$ cat src/rtl/hsv2rgb_pkg.sv
`timescale 1ns / 1ps
// ----------------------------------------------------------------------------
// hsv2rgb_pkg
// Shared constants and types for the HSV to RGB pixel converter.
// ----------------------------------------------------------------------------
package hsv2rgb_pkg;

  localparam int HueTurn   = 360;
  localparam int SectorDeg = 60;
  localparam int ChanMax   = 255;
  // Offset that lifts any 11-bit signed hue into positive range.
  localparam int HueBias   = 3 * HueTurn;

  // Middle channel: floor(n / 15300) = (n * MidRecip) >> MidShift for n < 2^22.
  localparam int            MidShift = 36;
  localparam logic [22:0]   MidRecip = 23'd4491470;

  typedef logic [8:0] hue_t;   // folded hue, 0..359
  typedef logic [5:0] frac_t;  // ramp position in a sector, 0..60

  // Sector naming: largest channel, then middle channel.
  typedef enum logic [2:0] {
    SEC_RED_GRN = 3'd0,
    SEC_GRN_RED = 3'd1,
    SEC_GRN_BLU = 3'd2,
    SEC_BLU_GRN = 3'd3,
    SEC_BLU_RED = 3'd4,
    SEC_RED_BLU = 3'd5
  } sector_e;

endpackage

$ cat src/rtl/hsv2rgb_hue_fold.sv
`timescale 1ns / 1ps
// ----------------------------------------------------------------------------
// hsv2rgb_hue_fold
// Folds a signed 11-bit hue in degrees into 0..359 (non-negative modulo).
// ----------------------------------------------------------------------------
module hsv2rgb_hue_fold (
  input  logic signed [10:0]   hue_degrees_i,
  output hsv2rgb_pkg::hue_t    hue_o
);
  import hsv2rgb_pkg::*;

  logic [11:0] biased;

  // Biased value lies in 56..2103, so at most five turns come off.
  assign biased = 12'(13'(hue_degrees_i) + 13'(HueBias));

  always_comb begin
    if (biased >= 12'(5 * HueTurn)) begin
      hue_o = 9'(biased - 12'(5 * HueTurn));
    end else if (biased >= 12'(4 * HueTurn)) begin
      hue_o = 9'(biased - 12'(4 * HueTurn));
    end else if (biased >= 12'(3 * HueTurn)) begin
      hue_o = 9'(biased - 12'(3 * HueTurn));
    end else if (biased >= 12'(2 * HueTurn)) begin
      hue_o = 9'(biased - 12'(2 * HueTurn));
    end else if (biased >= 12'(HueTurn)) begin
      hue_o = 9'(biased - 12'(HueTurn));
    end else begin
      hue_o = 9'(biased);
    end
  end

endmodule

$ cat src/rtl/hsv_to_rgb_converter.sv
`timescale 1ns / 1ps
// ----------------------------------------------------------------------------
// hsv_to_rgb_converter
// Pipelined HSV to 8-bit RGB pixel converter.
// ----------------------------------------------------------------------------
// Usage:
//   Input channel (in_valid_i / in_stall_o) carries one pixel per beat: a
//   signed hue in degrees plus 8-bit saturation and brightness. The output
//   channel (out_valid_o / out_stall_i) carries one RGB beat per input beat,
//   in order.
//   Throughput is one pixel per clock while out_stall_i is low; the pipe
//   is hue fold, sector/products, middle-channel numerator, reciprocal
//   multiply, channel select, each stage registered.
//   Each stage has its own valid bit and loads whenever it is empty or the
//   stage after it moves, so bubbles collapse during a stall and new pixels
//   are taken until every stage holds a beat. A stalled output beat holds.
//   Reset empties all stages; no output beat is pending after reset.
// ----------------------------------------------------------------------------
module hsv_to_rgb_converter (
  input  logic               clk_i,
  input  logic               rst_ni,
  input  logic               in_valid_i,
  output logic               in_stall_o,
  input  logic signed [10:0] hue_degrees_i,
  input  logic [7:0]         saturation_i,
  input  logic [7:0]         brightness_i,
  output logic               out_valid_o,
  input  logic               out_stall_i,
  output logic [7:0]         red_o,
  output logic [7:0]         green_o,
  output logic [7:0]         blue_o
);
  import hsv2rgb_pkg::*;

  // Stage load enables, back to front.
  logic ld1, ld2, ld3, ld4, ld5;

  logic s1_valid_q, s2_valid_q, s3_valid_q, s4_valid_q, out_valid_q;

  // Stage 1: folded hue
  hue_t        hue_d, s1_hue_q;
  logic [7:0]  s1_sat_q, s1_val_q;

  // Stage 2: sector, ramp, products
  sector_e     sec_d, s2_sec_q;
  frac_t       frac_d, s2_frac_q;
  logic [7:0]  s2_val_q;
  logic [15:0] plo_d, pvs_d, s2_plo_q, s2_pvs_q;

  // Stage 3: middle numerator
  logic [21:0] num_d, s3_num_q;
  logic [15:0] s3_plo_q;
  logic [7:0]  s3_val_q;
  sector_e     s3_sec_q;

  // Stage 4: reciprocal product, smallest channel
  logic [44:0] prod_d, s4_prod_q;
  logic [16:0] lo_sum;
  logic [7:0]  lo_d, s4_lo_q, s4_val_q;
  sector_e     s4_sec_q;

  // Stage 5: output
  logic [7:0]  mid;
  logic [7:0]  red_d, green_d, blue_d, red_q, green_q, blue_q;

  assign ld5 = !out_valid_q || !out_stall_i;
  assign ld4 = !s4_valid_q || ld5;
  assign ld3 = !s3_valid_q || ld4;
  assign ld2 = !s2_valid_q || ld3;
  assign ld1 = !s1_valid_q || ld2;

  assign in_stall_o = !ld1;

  always_ff @(posedge clk_i or negedge rst_ni) begin
    if (!rst_ni) begin
      s1_valid_q  <= 1'b0;
      s2_valid_q  <= 1'b0;
      s3_valid_q  <= 1'b0;
      s4_valid_q  <= 1'b0;
      out_valid_q <= 1'b0;
    end else begin
      if (ld1) s1_valid_q  <= in_valid_i;
      if (ld2) s2_valid_q  <= s1_valid_q;
      if (ld3) s3_valid_q  <= s2_valid_q;
      if (ld4) s4_valid_q  <= s3_valid_q;
      if (ld5) out_valid_q <= s4_valid_q;
    end
  end

  // ---------------- stage 1 ----------------
  hsv2rgb_hue_fold u_fold (
    .hue_degrees_i (hue_degrees_i),
    .hue_o         (hue_d)
  );

  always_ff @(posedge clk_i) begin
    if (ld1) begin
      s1_hue_q <= hue_d;
      s1_sat_q <= saturation_i;
      s1_val_q <= brightness_i;
    end
  end

  // ---------------- stage 2 ----------------
  logic [8:0] sec_base;
  logic [5:0] offs;
  logic [7:0] inv_sat;

  always_comb begin
    if (s1_hue_q >= 9'(5 * SectorDeg)) begin
      sec_d    = SEC_RED_BLU;
      sec_base = 9'(5 * SectorDeg);
    end else if (s1_hue_q >= 9'(4 * SectorDeg)) begin
      sec_d    = SEC_BLU_RED;
      sec_base = 9'(4 * SectorDeg);
    end else if (s1_hue_q >= 9'(3 * SectorDeg)) begin
      sec_d    = SEC_BLU_GRN;
      sec_base = 9'(3 * SectorDeg);
    end else if (s1_hue_q >= 9'(2 * SectorDeg)) begin
      sec_d    = SEC_GRN_BLU;
      sec_base = 9'(2 * SectorDeg);
    end else if (s1_hue_q >= 9'(SectorDeg)) begin
      sec_d    = SEC_GRN_RED;
      sec_base = 9'(SectorDeg);
    end else begin
      sec_d    = SEC_RED_GRN;
      sec_base = 9'd0;
    end
    offs = 6'(s1_hue_q - sec_base);
    // Even sectors ramp up, odd sectors ramp down.
    case (sec_d)
      SEC_RED_GRN, SEC_GRN_BLU, SEC_BLU_RED: frac_d = offs;
      default:                               frac_d = 6'(6'(SectorDeg) - offs);
    endcase
    inv_sat = 8'(8'(ChanMax) - s1_sat_q);
    plo_d   = 16'(s1_val_q) * 16'(inv_sat);
    pvs_d   = 16'(s1_val_q) * 16'(s1_sat_q);
  end

  always_ff @(posedge clk_i) begin
    if (ld2) begin
      s2_sec_q  <= sec_d;
      s2_frac_q <= frac_d;
      s2_val_q  <= s1_val_q;
      s2_plo_q  <= plo_d;
      s2_pvs_q  <= pvs_d;
    end
  end

  // ---------------- stage 3 ----------------
  assign num_d = 22'(22'(s2_plo_q) * 22'(SectorDeg)) + 22'(22'(s2_pvs_q) * 22'(s2_frac_q));

  always_ff @(posedge clk_i) begin
    if (ld3) begin
      s3_num_q <= num_d;
      s3_plo_q <= s2_plo_q;
      s3_val_q <= s2_val_q;
      s3_sec_q <= s2_sec_q;
    end
  end

  // ---------------- stage 4 ----------------
  assign prod_d = 45'(s3_num_q) * 45'(MidRecip);
  // floor(x / 255) for x up to 255 * 255
  assign lo_sum = 17'(s3_plo_q) + 17'(s3_plo_q[15:8]) + 17'd1;
  assign lo_d   = lo_sum[15:8];

  always_ff @(posedge clk_i) begin
    if (ld4) begin
      s4_prod_q <= prod_d;
      s4_lo_q   <= lo_d;
      s4_val_q  <= s3_val_q;
      s4_sec_q  <= s3_sec_q;
    end
  end

  // ---------------- stage 5 ----------------
  assign mid = s4_prod_q[MidShift +: 8];

  always_comb begin
    case (s4_sec_q)
      SEC_RED_GRN: begin red_d = s4_val_q; green_d = mid;      blue_d = s4_lo_q;  end
      SEC_GRN_RED: begin red_d = mid;      green_d = s4_val_q; blue_d = s4_lo_q;  end
      SEC_GRN_BLU: begin red_d = s4_lo_q;  green_d = s4_val_q; blue_d = mid;      end
      SEC_BLU_GRN: begin red_d = s4_lo_q;  green_d = mid;      blue_d = s4_val_q; end
      SEC_BLU_RED: begin red_d = mid;      green_d = s4_lo_q;  blue_d = s4_val_q; end
      default:     begin red_d = s4_val_q; green_d = s4_lo_q;  blue_d = mid;      end
    endcase
  end

  always_ff @(posedge clk_i) begin
    if (ld5) begin
      red_q   <= red_d;
      green_q <= green_d;
      blue_q  <= blue_d;
    end
  end

  assign out_valid_o = out_valid_q;
  assign red_o       = red_q;
  assign green_o     = green_q;
  assign blue_o      = blue_q;

  // ---------------- assertions ----------------
  a_hue_folded : assert property (@(posedge clk_i) disable iff (!rst_ni)
    s1_valid_q |-> (s1_hue_q < 9'(HueTurn)))
    else $error("folded hue out of range");

  a_frac_range : assert property (@(posedge clk_i) disable iff (!rst_ni)
    s2_valid_q |-> (s2_frac_q <= 6'(SectorDeg)))
    else $error("sector ramp out of range");

  a_mid_bound : assert property (@(posedge clk_i) disable iff (!rst_ni)
    s4_valid_q |-> (s4_prod_q[44:MidShift] <= 9'(s4_val_q)) && (s4_lo_q <= s4_val_q))
    else $error("middle or smallest channel exceeds brightness");

  a_stage_hold : assert property (@(posedge clk_i) disable iff (!rst_ni)
    (s4_valid_q && !ld4) |=> (s4_valid_q && $stable(s4_prod_q) && $stable(s4_sec_q)))
    else $error("stalled stage 4 beat lost or changed");

endmodule
$ cat config.mk
export PLATFORM = sky130hd
export DESIGN_NAME = hsv_to_rgb_converter
export DESIGN_NICKNAME = d
export VERILOG_FILES = /design/src/rtl/hsv2rgb_pkg.sv /design/src/rtl/hsv2rgb_hue_fold.sv /design/src/rtl/hsv_to_rgb_converter.sv
export SDC_FILE = /design/constraint.sdc
export NUM_CORES = 1
export LEC_CHECK = 0
export ABC_AREA = 1
export BUFFER_PORTS_ARGS = -buffer_cell sky130_fd_sc_hd__buf_4
export CORE_UTILIZATION = 25
export CTS_CLUSTER_DIAMETER = 200
export DETAILED_ROUTE_END_ITERATION = 6
export SLEW_MARGIN = 10
export SYNTH_ARGS = -nofsm -noshare
export SYNTH_HDL_FRONTEND = slang
export SYNTH_SLANG_ARGS = --single-unit
$ cat constraint.sdc
create_clock -name clk_i -period 5.4 [get_ports clk_i]
set_input_delay 0.27 -clock clk_i [delete_from_list [all_inputs] [get_ports clk_i]]
set_output_delay 0.27 -clock clk_i [all_outputs]
set_load 0.03 [all_outputs]
==> results of run 1 <==
==> placed cells by master (no fill, tap or decap), types with 5 or more instances in the layout <==
| cell type | instances |
|---|---|
| nand3_1 | 43 |
| nor2_1 | 139 |
| ha_1 | 326 |
| a21o_1 | 8 |
| dfrtp_1 | 5 |
| clkbuf_16 | 17 |
| dlygate4sd3_1 | 21 |
| nor2_4 | 8 |
| a21oi_2 | 15 |
| fa_1 | 282 |
| nor3_2 | 5 |
| nor2_2 | 11 |
| edfxtp_1 | 174 |
| nand4_1 | 11 |
| o221ai_1 | 28 |
| inv_2 | 15 |
| a31oi_1 | 14 |
| nor3_1 | 13 |
| buf_6 | 5 |
| o21a_1 | 5 |
| o21ai_0 | 55 |
| buf_4 | 156 |
| o211ai_1 | 5 |
| fa_2 | 8 |
| o21ai_1 | 22 |
| nand2_4 | 6 |
| nand2_2 | 24 |
| xnor2_1 | 27 |
| inv_1 | 651 |
| xor2_1 | 56 |
| ha_4 | 28 |
| nand2_1 | 420 |
| a21oi_1 | 106 |
==> state kept, by name, indices dropped and copies added (netlist names), 3 cells and up <==
signal     count
green_o        8
s3_sec_q       3
red_o          8
s2_pvs_q      16
s4_lo_q        8
s1_hue_q       9
s4_sec_q       3
s2_sec_q       3
s2_frac_q      6
s3_plo_q      16
s4_val_q       8
s3_val_q       8
s1_val_q       8
s4_prod_q      8
s2_val_q       8
s2_plo_q      16
s1_sat_q       8
blue_o         8
s3_num_q      22
==> cell families (layout without fill, tap and decap cells) <==
group,count (synthesis),count (layout),synth area share (%)
flip-flops,179,179,22.8
AND/OR/NAND/NOR,699,699,12.2
XOR/XNOR,84,84,3.13
buffers and inverters,702,886,11.3
adder cells (fa/ha/maj),646,646,43.7
AO/OA/AOI/OAI,281,281,6.92
==> synthesized netlist by cell type, drive strengths merged (11+ instances only) <==
cell type / n
inv: 670
nand2: 451
ha: 356
fa: 290
edfxtp: 174
nor2: 158
a21oi: 125
o21ai: 81
xor2: 57
nand3: 47
clkbuf: 30
o221ai: 28
xnor2: 27
nor3: 18
a31oi: 15
nand4: 11
==> metrics by stage <==
stage | TNS [ns] | hold WS (ns) | setup WS (ns)
finish | 0 | 0.135 | 0.0992
global route | -0.401 | 0.101 | -0.0976
CTS | 0 | 0.0842 | 0.000431
detailed placement | -0.150 | 0.0768 | -0.111
global placement | -0.0156 | 0.0757 | -0.0156
floorplan | 0 | -0.0256 | 0.200
==> worst max-delay path, cell delays in order, from the launching register on <==
cell	delay, ns
edfxtp_1	0.49
buf_6	0.17
ha_4	0.26
inv_2	0.03
fa_1	0.49
inv_2	0.04
fa_2	0.58
ha_4	0.21
fa_2	0.45
fa_1	0.52
inv_2	0.04
fa_1	0.51
inv_2	0.05
ha_4	0.31
nand2_4	0.07
nor2_4	0.10
inv_2	0.05
nor4_1	0.25
nand2_1	0.08
o211ai_1	0.22
xor2_1	0.10
==> routing by layer <==
layer	track usage (%)	vias up	share of wire (%)
li1	-	8465	-
met2	19.6	291	48
met5	0	-	0
met1	16.0	8229	47
met4	2.83	0	1.6
met3	1.98	58	4.1
==> worst max path at each step <==
| stage | cells after the start | startpoint | to |
|---|---|---|---|
| after floorplan | 19 | s3_num_q[19] | s4_prod_q[38] |
| after global placement | 19 | s3_num_q[19] | s4_prod_q[39] |
| after detailed placement | 19 | s3_num_q[19] | s4_prod_q[38] |
| after CTS | 20 | s3_num_q[19] | s4_prod_q[37] |
| after global routing | 19 | s3_num_q[17] | s4_prod_q[42] |
| final | 20 | s3_num_q[18] | s4_prod_q[42] |
==> final cells by class <==
class	instances	area, sq um	share of cell area (%)
flip-flops and latches	179	5350	19.3
clock inverters	14	213	0.766
inverters	672	2540	9.13
clock buffers	18	439	1.58
well taps	1254	1570	5.65
multi-input cells	1710	16200	58.4
repair buffers	182	1440	5.18
==> timing repair <==
item / in CTS / in global routing
hold buffers: 21 / 0
pin swaps: 1 / 68
endpoints found under the hold margin: 25 / 0
setup buffers: 0 / 22
setup endpoints to repair: 3 / 15
gates resized for setup: 3 / 160
==> flow_summary.html, run 1 <==
<table>
<tr><th>Metric</th><th>Value</th></tr>
<tr><th colspan="2">Die</th></tr>
<tr><td>Y dimension of the die</td><td>between 300 and 400 um</td></tr>
<tr><td>Initial standard-cell utilization of the core</td><td>around a quarter</td></tr>
<tr><td>I/O Pins</td><td>57</td></tr>
<tr><td>Overall die area</td><td>approximately 95000 sq um</td></tr>
<tr><td>Chip width</td><td>between 300 and 400 um</td></tr>
<tr><td>Core box area</td><td>around 93000 sq um</td></tr>
<tr><td>Row cnt</td><td>around 110</td></tr>
<tr><th colspan="2">Synth</th></tr>
<tr><td>Avg Synthesized Cell Area</td><td>~9 sq um</td></tr>
<tr><td>Proportion of synthesized chip area in sequential cells</td><td>between 20% and 30%</td></tr>
<tr><td>Top flip-flop cell by instance count after synthesis</td><td>edfxtp_1</td></tr>
<tr><td>Leading post-synthesis cells by cell area</td><td>fa_1, edfxtp_1, ha_1, inv_1, nand2_1</td></tr>
<tr><td>Mapped cell area</td><td>around 23000 sq um</td></tr>
<tr><td>Post-Syn Nets</td><td>about 3300</td></tr>
<tr><td>Number of enable flip-flop cells after synthesis</td><td>about 170</td></tr>
<tr><td>Synthesis-stage register bit count</td><td>179</td></tr>
<tr><td>Synth top area share</td><td>approximately 25%</td></tr>
<tr><td>Yosys warning total</td><td>0</td></tr>
<tr><td>Cell type with the highest aggregate area in the netlist</td><td>fa_1</td></tr>
<tr><td>Synth cell types</td><td>48</td></tr>
<tr><td>Async set-or-reset flop fraction in the synthesized netlist</td><td>under 10%</td></tr>
<tr><td>Number of standard cells after synthesis</td><td>2591</td></tr>
<tr><th colspan="2">Clocking</th></tr>
<tr><td>Register clock-pin slew on the reported worst setup and hold paths</td><td>about 0.090 ns</td></tr>
<tr><td>Clock Sink Count</td><td>roughly 180</td></tr>
<tr><td>Total CTS buffers</td><td>17</td></tr>
<tr><td>Root cell of the clock tree</td><td>clkbuf_16</td></tr>
<tr><td>Clk Latency, worst-skew pair</td><td>0.49 ns</td></tr>
<tr><td>H-tree levels</td><td>4</td></tr>
<tr><td>Number of buffers between clock root and the deepest sink</td><td>2</td></tr>
<tr><td>TritonCTS clock tree</td><td>yes</td></tr>
<tr><th colspan="2">Setup path</th></tr>
<tr><td>Source of the worst register-to-register timing path</td><td>s3_num_q[18]</td></tr>
<tr><td>Arrival time at the worst endpoint</td><td>5.53 ns</td></tr>
<tr><td>Critical setup path kind</td><td>register to register</td></tr>
<tr><td>Critical Path Start Type</td><td>register</td></tr>
<tr><td>Required time worst endpoint</td><td>between 5 and 6 ns</td></tr>
<tr><td>Capturing element type of the critical path</td><td>register</td></tr>
<tr><td>Reg-to-reg setup timing slack</td><td>roughly 0.1 ns</td></tr>
<tr><td>Terminus of the critical flop-to-flop path</td><td>s4_prod_q[42]</td></tr>
<tr><td>Depth of the most critical reg-to-reg path</td><td>20</td></tr>
<tr><td>Crit-path max FO</td><td>3</td></tr>
<tr><th colspan="2">Detailed routing</th></tr>
<tr><td>First-pass detailed-route iteration total</td><td>7</td></tr>
<tr><td>Routed wire length per instance</td><td>13.5 um</td></tr>
<tr><td>Final routed DRC violation total</td><td>1</td></tr>
<tr><td>Routed wire length</td><td>roughly 54000 um</td></tr>
<tr><td>Count of routing violations after the opening detailed-route iteration</td><td>between 1000 and 1500</td></tr>
<tr><td>ANT nets after route</td><td>0</td></tr>
<tr><td>Total via count in the routed design</td><td>17000</td></tr>
<tr><td>Average via count per standard cell</td><td>around 4.2</td></tr>
<tr><th colspan="2">Finish</th></tr>
<tr><td>Fin nets</td><td>~3400</td></tr>
<tr><td>Post-Route Utilization</td><td>29.8%</td></tr>
<tr><td>Number of fill cells in the layout</td><td>around 9800</td></tr>
<tr><td>Final antenna diode count</td><td>0</td></tr>
<tr><td>Final standard cell count with taps included and fillers excluded</td><td>4029</td></tr>
<tr><td>Design Area, Final</td><td>about 28000 sq um</td></tr>
<tr><td>Syn-to-layout area delta</td><td>18.3%</td></tr>
<tr><td>Ratio of cells with drive above 1 in the final layout</td><td>roughly 12%</td></tr>
<tr><th colspan="2">Outcome</th></tr>
<tr><td>Violated checks</td><td>design-rule violations</td></tr>
<tr><td>Result of the run</td><td>finished with violations</td></tr>
<tr><th colspan="2">STA</th></tr>
<tr><td>Part of the cycle the worst path needs</td><td>between 90% and 100%</td></tr>
<tr><td>Achievable Freq</td><td>~190 MHz</td></tr>
<tr><td>Unrepaired setup endpoints after global routing</td><td>yes</td></tr>
<tr><td>Final hold violations</td><td>0</td></tr>
<tr><td>Final number of setup-violating endpoints</td><td>0</td></tr>
<tr><td>Worst-case clock skew</td><td>~0.015 ns</td></tr>
<tr><td>Tightest Pin Transition</td><td>just over 1 ns</td></tr>
<tr><td>Max-slew headroom at the worst pin</td><td>a little under a third</td></tr>
<tr><td>Min Clock Period, post-route</td><td>~5.3 ns</td></tr>
<tr><td>Pins Over Slew Limit</td><td>0</td></tr>
<tr><th colspan="2">GRT</th></tr>
<tr><td>Vias in the first global route</td><td>17600</td></tr>
<tr><td>Final global-route overflow total</td><td>0</td></tr>
<tr><td>Number of antenna violations at the first check in global routing</td><td>0</td></tr>
<tr><td>GRT Overall Usage</td><td>approximately an eighth</td></tr>
<tr><td>Maximum number of pins on one net before global-route repair</td><td>51</td></tr>
<tr><td>Wire length of the first global-routing pass</td><td>around 89000 um</td></tr>
<tr><th colspan="2">Place</th></tr>
<tr><td>Total placed cells including tap cells</td><td>3955</td></tr>
<tr><td>Placed standard-cell area</td><td>~26000 sq um</td></tr>
<tr><td>Port buffer count</td><td>56</td></tr>
<tr><td>Detailed Place HPWL</td><td>between 40000 and 50000 um</td></tr>
<tr><td>Final weighted congestion in routability-driven placement</td><td>0.895</td></tr>
<tr><th colspan="2">Hold path</th></tr>
<tr><td>Class of the worst hold path</td><td>input port to async pin</td></tr>
<tr><th colspan="2">Flow run</th></tr>
<tr><td>Number of max-cap violations</td><td>0</td></tr>
</table>
Power of run 1 is not shown: default switching activity piles up to over one toggle a cycle in this logic, so the estimate is an artifact.
==> run 2: changes to the inputs <==
--- a/config.mk
+++ b/config.mk
@@ -10,6 +10,8 @@
 export CORE_UTILIZATION = 25
 export CTS_CLUSTER_DIAMETER = 200
 export DETAILED_ROUTE_END_ITERATION = 6
+export GPL_TIMING_DRIVEN = 0
+export MAX_ROUTING_LAYER = met4
 export SLEW_MARGIN = 10
 export SYNTH_ARGS = -nofsm -noshare
 export SYNTH_HDL_FRONTEND = slang
==> run 2 against run 1 <==
  * The flow finishes with violations (negative setup slack)
  * First-iteration DRC count shrank 2.3%
  * Worst setup slack lost 0.15 ns
  * Critical path depth shrank 1
  * Final area shrank 2.0%
  * Highest routed layer unchanged
==> flow_summary.html, run 2 (synthesis gave the netlist of run 1 again) <==
<table>
<tr><th>Metric</th><th>Value</th></tr>
<tr><th colspan="2">STA</th></tr>
<tr><td>Min Clock Period, post-route</td><td>5.46 ns (was 5.30 ns)</td></tr>
<tr><td>Final hold violations</td><td>0 (unchanged)</td></tr>
<tr><td>Part of the cycle the worst path needs</td><td>101% (was 98.2%)</td></tr>
<tr><td>Achievable Freq</td><td>183 MHz (was 189 MHz)</td></tr>
<tr><td>Unrepaired setup endpoints after global routing</td><td>yes (unchanged)</td></tr>
<tr><td>Max-slew headroom at the worst pin</td><td>24.9% (was 31.0%)</td></tr>
<tr><td>Final number of setup-violating endpoints</td><td>3 (was 0)</td></tr>
<tr><td>Post-layout worst setup margin</td><td>-0.0550 ns (was 0.0992 ns)</td></tr>
<tr><td>Worst-case clock skew</td><td>0.0138 ns (was 0.0151 ns)</td></tr>
<tr><td>Pins Over Slew Limit</td><td>0 (unchanged)</td></tr>
<tr><td>Tightest Pin Transition</td><td>1.13 ns (was 1.03 ns)</td></tr>
<tr><th colspan="2">Finish</th></tr>
<tr><td>Most frequent cells in the layout</td><td>inv_1, nand2_1, ha_1 (unchanged)</td></tr>
<tr><td>Ratio of cells with drive above 1 in the final layout</td><td>9.81% (was 12.4%)</td></tr>
<tr><td>Area taken by flip-flops and latches</td><td>5350 sq um (unchanged)</td></tr>
<tr><td>Register bank with the most flops</td><td>s3_num_q (unchanged)</td></tr>
<tr><td>Max reg flops</td><td>22 (unchanged)</td></tr>
<tr><td>Syn-to-layout area delta</td><td>15.9% (was 18.3%)</td></tr>
<tr><td>Final antenna diode count</td><td>0 (unchanged)</td></tr>
<tr><td>Most common cell after layout, fill and taps aside</td><td>inv_1 (unchanged)</td></tr>
<tr><td>Fin nets</td><td>3416 (was 3439)</td></tr>
<tr><td>Area occupied by multi-input gates</td><td>16000 sq um (was 16200 sq um)</td></tr>
<tr><td>Final standard cell count with taps included and fillers excluded</td><td>4006 (was 4029)</td></tr>
<tr><td>Number of fill cells in the layout</td><td>9788 (was 9812)</td></tr>
<tr><th colspan="2">Place</th></tr>
<tr><td>Port buffer count</td><td>56 (unchanged)</td></tr>
<tr><td>Final weighted congestion in routability-driven placement</td><td>0.917 (was 0.895)</td></tr>
<tr><td>Detailed Place HPWL</td><td>44300 um (was 45500 um)</td></tr>
<tr><td>Total placed cells including tap cells</td><td>3902 (was 3955)</td></tr>
<tr><th colspan="2">Setup path</th></tr>
<tr><td>CP Launch Point</td><td>s3_num_q[17] (was s3_num_q[18])</td></tr>
<tr><td>Capturing element type of the critical path</td><td>register (unchanged)</td></tr>
<tr><td>Critical setup path kind</td><td>register to register (unchanged)</td></tr>
<tr><td>Crit-path most repeated cell</td><td>inv_1 (was inv_2)</td></tr>
<tr><td>Crit path largest cell delay</td><td>0.55 ns (was 0.58 ns)</td></tr>
<tr><td>Depth of the most critical reg-to-reg path</td><td>19 (was 20)</td></tr>
<tr><td>Worst path slowest cell</td><td>fa_1 (was fa_2)</td></tr>
<tr><td>Critical Path Start Type</td><td>register (unchanged)</td></tr>
<tr><td>Arrival time at the worst endpoint</td><td>5.65 ns (was 5.53 ns)</td></tr>
<tr><td>Crit-path max FO</td><td>3 (unchanged)</td></tr>
<tr><td>Crit-path cells</td><td>ha_4, inv_1, fa_1, inv_1, fa_2, ha_1, fa_2, fa_1, inv_1, fa_1, inv_1, ha_4, nand2_2, nor2_4, inv_2, nor4_2, nand2_1, o211ai_1, xor2_1 (was buf_6, ha_4, inv_2, fa_1, inv_2, fa_2, ha_4, fa_2, fa_1, inv_2, fa_1, inv_2, ha_4, nand2_4, nor2_4, inv_2, nor4_1, nand2_1, o211ai_1, xor2_1)</td></tr>
<tr><td>Source of the worst register-to-register timing path</td><td>s3_num_q[17] (was s3_num_q[18])</td></tr>
<tr><td>Terminus of the critical flop-to-flop path</td><td>s4_prod_q[42] (unchanged)</td></tr>
<tr><td>Largest delay contributor family on the critical path</td><td>adder cells (unchanged)</td></tr>
<tr><td>Number of buffer and inverter stages on the critical path</td><td>5 (was 6)</td></tr>
<tr><td>Required time worst endpoint</td><td>5.59 ns (was 5.63 ns)</td></tr>
<tr><td>Reg-to-reg setup timing slack</td><td>-0.06 ns (was 0.1 ns)</td></tr>
<tr><th colspan="2">Clocking</th></tr>
<tr><td>Total CTS buffers</td><td>17 (unchanged)</td></tr>
<tr><td>TritonCTS clock tree</td><td>yes (unchanged)</td></tr>
<tr><td>Number of buffers between clock root and the deepest sink</td><td>2 (unchanged)</td></tr>
<tr><td>Clock Sink Count</td><td>179 (unchanged)</td></tr>
<tr><td>Root cell of the clock tree</td><td>clkbuf_16 (unchanged)</td></tr>
<tr><td>H-tree levels</td><td>4 (unchanged)</td></tr>
<tr><td>Clk Latency, worst-skew pair</td><td>0.46 ns (was 0.49 ns)</td></tr>
<tr><td>Register clock-pin slew on the reported worst setup and hold paths</td><td>0.07 ns (was 0.09 ns)</td></tr>
<tr><th colspan="2">GRT</th></tr>
<tr><td>Maximum number of pins on one net before global-route repair</td><td>52 (was 51)</td></tr>
<tr><td>Wire length of the first global-routing pass</td><td>88300 um (was 89400 um)</td></tr>
<tr><td>Vias in the first global route</td><td>17400 (was 17600)</td></tr>
<tr><td>Final global-route overflow total</td><td>0 (unchanged)</td></tr>
<tr><td>Number of antenna violations at the first check in global routing</td><td>0 (unchanged)</td></tr>
<tr><td>GRT Overall Usage</td><td>11.9% (was 11.8%)</td></tr>
<tr><th colspan="2">Die</th></tr>
<tr><td>Y dimension of the die</td><td>308 um (unchanged)</td></tr>
<tr><td>I/O Pins</td><td>57 (unchanged)</td></tr>
<tr><td>Core box area</td><td>93200 sq um (unchanged)</td></tr>
<tr><td>Chip width</td><td>308 um (unchanged)</td></tr>
<tr><td>Row cnt</td><td>112 (unchanged)</td></tr>
<tr><td>Initial standard-cell utilization of the core</td><td>25.2% (unchanged)</td></tr>
<tr><td>Overall die area</td><td>95100 sq um (unchanged)</td></tr>
<tr><th colspan="2">Detailed routing</th></tr>
<tr><td>Average via count per standard cell</td><td>4.24 (was 4.23)</td></tr>
<tr><td>Routed wire length per instance</td><td>13.3 um (was 13.5 um)</td></tr>
<tr><td>Final routed DRC violation total</td><td>0 (was 1)</td></tr>
<tr><td>Total via count in the routed design</td><td>17000 (about the same)</td></tr>
<tr><td>First-pass detailed-route iteration total</td><td>5 (was 7)</td></tr>
<tr><td>Routed wire length</td><td>53400 um (was 54500 um)</td></tr>
<tr><td>ANT nets after route</td><td>0 (unchanged)</td></tr>
<tr><td>Count of routing violations after the opening detailed-route iteration</td><td>991 (was 1014)</td></tr>
<tr><th colspan="2">Hold path</th></tr>
<tr><td>Class of the worst hold path</td><td>input port to register (was input port to async pin)</td></tr>
<tr><td>Hold Path Cell Cnt</td><td>1</td></tr>
<tr><td>Min-delay src</td><td>hue_degrees_i[0]</td></tr>
<tr><td>Hold EP</td><td>s1_hue_q[0]</td></tr>
<tr><th colspan="2">Flow run</th></tr>
<tr><td>Number of max-cap violations</td><td>0 (unchanged)</td></tr>
<tr><th colspan="2">Outcome</th></tr>
<tr><td>Violated checks</td><td>negative setup slack (was design-rule violations)</td></tr>
<tr><td>Result of the run</td><td>finished with violations (unchanged)</td></tr>
</table>
[run 2: metal layers]
layer | global-route usage (%) | wire, um
met2 | 20.0 | 25900
met5 | - | 0
met4 | 2.36 | 801
met1 | 15.5 | 25100
met3 | 1.34 | 1650
[run 2: worst max path at each step]
stage,endpoint,depth (start not counted)
after floorplan,s4_prod_q[38],19
after global placement,s1_hue_q[0],10
after detailed placement,s4_prod_q[38],21
after CTS,s4_prod_q[42],20
after global routing,s4_prod_q[42],17
final,s4_prod_q[42],19
[run 2: area by class of cell]
cell class	count	share of cell area (%)
Tap cell	1254	5.77
Buffer	28	0.423
Clock buffer	18	1.58
Timing Repair Buffer	131	3.95
Clock inverter	14	0.612
Multi-Input combinational cell	1710	58.7
Inverter	672	9.32
Sequential cell	179	19.7
[run 2: what timing repair did]
| action | in CTS | in global routing |
|---|---|---|
| setup buffers | 47 | 8 |
| cloned | 0 | 0 |
| hold buffers | 19 | 0 |
| pin swaps | 46 | 18 |
| endpoints found under the setup margin | 9 | 19 |
| hold endpoints to repair | 23 | 0 |
| gates resized for setup | 60 | 72 |
[run 2: worst reg2reg max path: cells and delay by family, from the launching register on]
family,cells,cell delay [ns]
fa+ha+maj,8,3.43
flops,1,0.54
simple gates,4,0.52
compound gates,1,0.32
buf+inv,5,0.30
xor+xnor,1,0.11
[run 2: stage by stage]
step / setup TNS (ns) / hold WS [ns] / instance area (sq um) / setup WS, ns / util (%)
after global placement: -19.26 / 0.0745 / 25500 / -0.634 / 27.3
after detailed placement: -3.87 / 0.0794 / 25500 / -0.633 / 27.4
final: -0.112 / 0.0298 / 27200 / -0.0550 / 29.2
after global routing: -1.59 / 0.00996 / 27200 / -0.301 / 29.2
after CTS: -0.172 / 0.00119 / 27000 / -0.0684 / 28.9
after floorplan: 0 / -0.0256 / 23500 / 0.200 / -
Power of run 2 is left out for the same reason.
==> run 3: changes to the inputs <==
--- a/config.mk
+++ b/config.mk
@@ -5,8 +5,8 @@
 export SDC_FILE = /design/constraint.sdc
 export NUM_CORES = 1
 export LEC_CHECK = 0
-export ABC_AREA = 1
 export BUFFER_PORTS_ARGS = -buffer_cell sky130_fd_sc_hd__buf_4
+export CORE_ASPECT_RATIO = 1.25
 export CORE_UTILIZATION = 25
 export CTS_CLUSTER_DIAMETER = 200
 export DETAILED_ROUTE_END_ITERATION = 6
==> run 3 against run 2 <==
  * The flow finishes with violations (design-rule violations, negative setup slack)
  * Core utilization grew 0.32 points
  * Final cell count shrank 8.6%
  * Routed wire length shrank 7.1%
==> flow_summary.html, run 3 <==
<table>
<tr><th>Metric</th><th>Value</th></tr>
<tr><th colspan="2">Outcome</th></tr>
<tr><td>Result of the run</td><td>finished with violations (unchanged)</td></tr>
<tr><td>Violated checks</td><td>design-rule violations, negative setup slack (was negative setup slack)</td></tr>
<tr><th colspan="2">Setup path</th></tr>
<tr><td>Required time worst endpoint</td><td>5.59 ns (about the same)</td></tr>
<tr><td>Depth of the most critical reg-to-reg path</td><td>21 (was 19)</td></tr>
<tr><td>Critical Path Start Type</td><td>register (unchanged)</td></tr>
<tr><td>Crit-path max FO</td><td>3 (unchanged)</td></tr>
<tr><td>Capturing element type of the critical path</td><td>register (unchanged)</td></tr>
<tr><td>Critical setup path kind</td><td>register to register (unchanged)</td></tr>
<tr><td>Arrival time at the worst endpoint</td><td>6.20 ns (was 5.65 ns)</td></tr>
<tr><th colspan="2">Die</th></tr>
<tr><td>Chip width</td><td>274 um (was 308 um)</td></tr>
<tr><td>I/O Pins</td><td>57 (unchanged)</td></tr>
<tr><td>Y dimension of the die</td><td>343 um (was 308 um)</td></tr>
<tr><td>Core box area</td><td>91700 sq um (was 93200 sq um)</td></tr>
<tr><td>Row cnt</td><td>124 (was 112)</td></tr>
<tr><td>Overall die area</td><td>94000 sq um (was 95100 sq um)</td></tr>
<tr><td>Initial standard-cell utilization of the core</td><td>25.3% (was 25.2%)</td></tr>
<tr><th colspan="2">GRT</th></tr>
<tr><td>GRT Overall Usage</td><td>11.1% (was 11.9%)</td></tr>
<tr><td>Maximum number of pins on one net before global-route repair</td><td>39 (was 52)</td></tr>
<tr><td>Wire length of the first global-routing pass</td><td>82200 um (was 88300 um)</td></tr>
<tr><td>Vias in the first global route</td><td>16800 (was 17400)</td></tr>
<tr><td>Number of antenna violations at the first check in global routing</td><td>0 (unchanged)</td></tr>
<tr><td>Final global-route overflow total</td><td>0 (unchanged)</td></tr>
<tr><th colspan="2">Synth</th></tr>
<tr><td>Share of synthesized area spent on multiplexers</td><td>0.437% (was 0%)</td></tr>
<tr><td>Avg Synthesized Cell Area</td><td>10.1 sq um (was 9.06 sq um)</td></tr>
<tr><td>Cell type with the highest aggregate area in the netlist</td><td>fa_1 (unchanged)</td></tr>
<tr><td>Synth cell types</td><td>85 (was 48)</td></tr>
<tr><td>Top flip-flop cell by instance count after synthesis</td><td>edfxtp_1 (unchanged)</td></tr>
<tr><td>Mapped cell area</td><td>23200 sq um (was 23500 sq um)</td></tr>
<tr><td>Post-synthesis share of cell area spent on xor and xnor gates</td><td>3.09% (was 3.13%)</td></tr>
<tr><td>Adder-cell share of the synthesized area</td><td>44.3% (was 43.7%)</td></tr>
<tr><td>Simple-gate share of the synthesized area</td><td>11.3% (was 12.2%)</td></tr>
<tr><td>Post-Syn Nets</td><td>2963 (was 3268)</td></tr>
<tr><td>Most instantiated library cell after synthesis</td><td>inv_1 (unchanged)</td></tr>
<tr><td>List of most frequent post-synthesis cells</td><td>inv_1, ha_1, fa_1, edfxtp_1, nand2_1 (was inv_1, nand2_1, ha_1, fa_1, edfxtp_1)</td></tr>
<tr><td>Proportion of synthesized chip area in sequential cells</td><td>23.1% (was 22.8%)</td></tr>
<tr><td>Largest family of logic cells by synthesized area</td><td>adder cells (unchanged)</td></tr>
<tr><td>Synthesis-stage register bit count</td><td>179 (unchanged)</td></tr>
<tr><td>Post-synthesis compound-gate area fraction</td><td>9.18% (was 6.92%)</td></tr>
<tr><td>Number of enable flip-flop cells after synthesis</td><td>174 (unchanged)</td></tr>
<tr><td>Number of standard cells after synthesis</td><td>2286 (was 2591)</td></tr>
<tr><td>Leading post-synthesis cells by cell area</td><td>fa_1, edfxtp_1, ha_1, inv_1, nand2_1 (unchanged)</td></tr>
<tr><td>Yosys warning total</td><td>0 (unchanged)</td></tr>
<tr><td>Async set-or-reset flop fraction in the synthesized netlist</td><td>2.79% (unchanged)</td></tr>
<tr><td>Synth top area share</td><td>25.0% (was 24.7%)</td></tr>
<tr><th colspan="2">Finish</th></tr>
<tr><td>Most common cell after layout, fill and taps aside</td><td>inv_1 (unchanged)</td></tr>
<tr><td>Max reg flops</td><td>22 (unchanged)</td></tr>
<tr><td>Fin nets</td><td>3128 (was 3416)</td></tr>
<tr><td>Area taken by flip-flops and latches</td><td>5350 sq um (unchanged)</td></tr>
<tr><td>Final antenna diode count</td><td>0 (unchanged)</td></tr>
<tr><td>Most frequent cells in the layout</td><td>inv_1, ha_1, fa_1 (was inv_1, nand2_1, ha_1)</td></tr>
<tr><td>Number of fill cells in the layout</td><td>9374 (was 9788)</td></tr>
<tr><td>Ratio of cells with drive above 1 in the final layout</td><td>11.8% (was 9.81%)</td></tr>
<tr><td>Register bank with the most flops</td><td>s3_num_q (unchanged)</td></tr>
<tr><td>Area occupied by multi-input gates</td><td>16400 sq um (was 16000 sq um)</td></tr>
<tr><td>Syn-to-layout area delta</td><td>16.7% (was 15.9%)</td></tr>
<tr><th colspan="2">Detailed routing</th></tr>
<tr><td>ANT nets after route</td><td>0 (unchanged)</td></tr>
<tr><td>Count of routing violations after the opening detailed-route iteration</td><td>574 (was 991)</td></tr>
<tr><td>Routed wire length per instance</td><td>13.6 um (was 13.3 um)</td></tr>
<tr><td>First-pass detailed-route iteration total</td><td>7 (was 5)</td></tr>
<tr><td>Routed wire length</td><td>49600 um (was 53400 um)</td></tr>
<tr><td>Total via count in the routed design</td><td>16000 (was 17000)</td></tr>
<tr><td>Final routed DRC violation total</td><td>2 (was 0)</td></tr>
<tr><td>Average via count per standard cell</td><td>4.37 (was 4.24)</td></tr>
<tr><th colspan="2">Place</th></tr>
<tr><td>Port buffer count</td><td>54 (was 56)</td></tr>
<tr><td>Detailed Place HPWL</td><td>41100 um (was 44300 um)</td></tr>
<tr><td>Final weighted congestion in routability-driven placement</td><td>0.893 (was 0.917)</td></tr>
<tr><td>Worst slack at placement</td><td>-0.940 ns (was -0.633 ns)</td></tr>
<tr><th colspan="2">STA</th></tr>
<tr><td>Final number of setup-violating endpoints</td><td>9 (was 3)</td></tr>
<tr><td>Part of the cycle the worst path needs</td><td>111% (was 101%)</td></tr>
<tr><td>Max-slew headroom at the worst pin</td><td>23.3% (was 24.9%)</td></tr>
<tr><td>Final worst hold slack</td><td>0.0307 ns (was 0.0298 ns)</td></tr>
<tr><td>Unrepaired setup endpoints after global routing</td><td>yes (unchanged)</td></tr>
<tr><td>Pins Over Slew Limit</td><td>0 (unchanged)</td></tr>
<tr><td>Tightest Pin Transition</td><td>1.15 ns (was 1.13 ns)</td></tr>
<tr><td>Post-layout worst setup margin</td><td>-0.607 ns (was -0.0550 ns)</td></tr>
<tr><td>Final hold violations</td><td>0 (unchanged)</td></tr>
<tr><td>Min Clock Period, post-route</td><td>6.01 ns (was 5.46 ns)</td></tr>
<tr><td>Achievable Freq</td><td>166 MHz (was 183 MHz)</td></tr>
<tr><td>Worst-case clock skew</td><td>0.0209 ns (was 0.0138 ns)</td></tr>
<tr><th colspan="2">Clocking</th></tr>
<tr><td>Clk Latency, worst-skew pair</td><td>0.46 ns (about the same)</td></tr>
<tr><td>TritonCTS clock tree</td><td>yes (unchanged)</td></tr>
<tr><td>Total CTS buffers</td><td>17 (unchanged)</td></tr>
<tr><td>Clock Sink Count</td><td>179 (unchanged)</td></tr>
<tr><td>Number of buffers between clock root and the deepest sink</td><td>2 (unchanged)</td></tr>
<tr><td>Root cell of the clock tree</td><td>clkbuf_16 (unchanged)</td></tr>
<tr><td>H-tree levels</td><td>4 (unchanged)</td></tr>
<tr><td>Register clock-pin slew on the reported worst setup and hold paths</td><td>0.07 ns (about the same)</td></tr>
<tr><th colspan="2">Hold path</th></tr>
<tr><td>Hold Path Cell Cnt</td><td>1 (unchanged)</td></tr>
<tr><td>Class of the worst hold path</td><td>input port to register (unchanged)</td></tr>
<tr><th colspan="2">Flow run</th></tr>
<tr><td>Number of max-cap violations</td><td>0 (unchanged)</td></tr>
</table>
==> run 3: worst paths after layout <==
kind                                 end             start  slack [ns]
max                        s4_prod_q[36]      s3_num_q[19]       -0.61
min                          s1_hue_q[1]  hue_degrees_i[1]        0.03
max reg2reg                s4_prod_q[36]      s3_num_q[19]       -0.61
min reg2reg                  s4_val_q[1]       s3_val_q[1]        0.43
max in group asynchronous     s2_valid_q            rst_ni        5.12
min in group asynchronous     s1_valid_q            rst_ni        0.16
==> run 3: logic make-up after synthesis <==
group | after synthesis
AOI/OAI and AO/OA | 317
xor gates and xnor gates | 81
adders and majority gates | 647
buffers and inverters | 535
DFF | 179
muxes | 10
and+or+nand+nor | 517
==> run 3: metal layers <==
layer / routed length [um] / global-route usage [%]
met1: 20600 / 12.3
met2: 26600 / 20.8
met3: 1080 / 0.924
met4: 1280 / 3.24
met5: 0 / -
==> run 3: final cells by class <==
type / instances / area share (%)
clock inverter: 14 / 0.513
multi-input combinational: 1572 / 60.7
inverter: 489 / 6.79
sequential: 179 / 19.8
timing repair buffer: 147 / 4.43
tap: 1197 / 5.53
clock buffer: 17 / 1.57
buffer: 45 / 0.703
==> run 3: what timing repair did <==
item / 4_1_cts / 5_1_grt
endpoints found under the setup margin: 13 / 15
pin swaps: 65 / 45
gates cloned: 0 / 0
setup buffers: 48 / 23
resized for setup: 72 / 47
hold buffers: 19 / 0
endpoints found under the hold margin: 23 / 0
==> run 3: metrics by stage <==
stage	utilization, %	area, sq um	std cells	TNS, ns
CTS	29.1	26700	3637	-3.43
global placement	27.5	25200	3537	-8.09
global route	29.5	27100	3660	-5.55
detailed placement	27.5	25300	3540	-8.43
floorplan	-	23300	2286	-1.10
finish	29.5	27100	3660	-3.69
==> run 3: critical path, stage by stage, from the launching register on <==
cell and delay, ns:
edfxtp_1 0.47, buf_6 0.17, ha_4 0.26, inv_2 0.03
fa_1 0.48, inv_2 0.05, fa_1 0.52, ha_4 0.21
fa_2 0.46, fa_1 0.51, inv_2 0.04, fa_1 0.53
inv_2 0.05, ha_4 0.26, nand4_1 0.17, or4_4 0.57
o211a_4 0.29, buf_4 0.14, o21ba_4 0.21, o21ai_2 0.10
a21oi_1 0.09, xnor2_1 0.14
Power of run 3 is left out for the same reason.
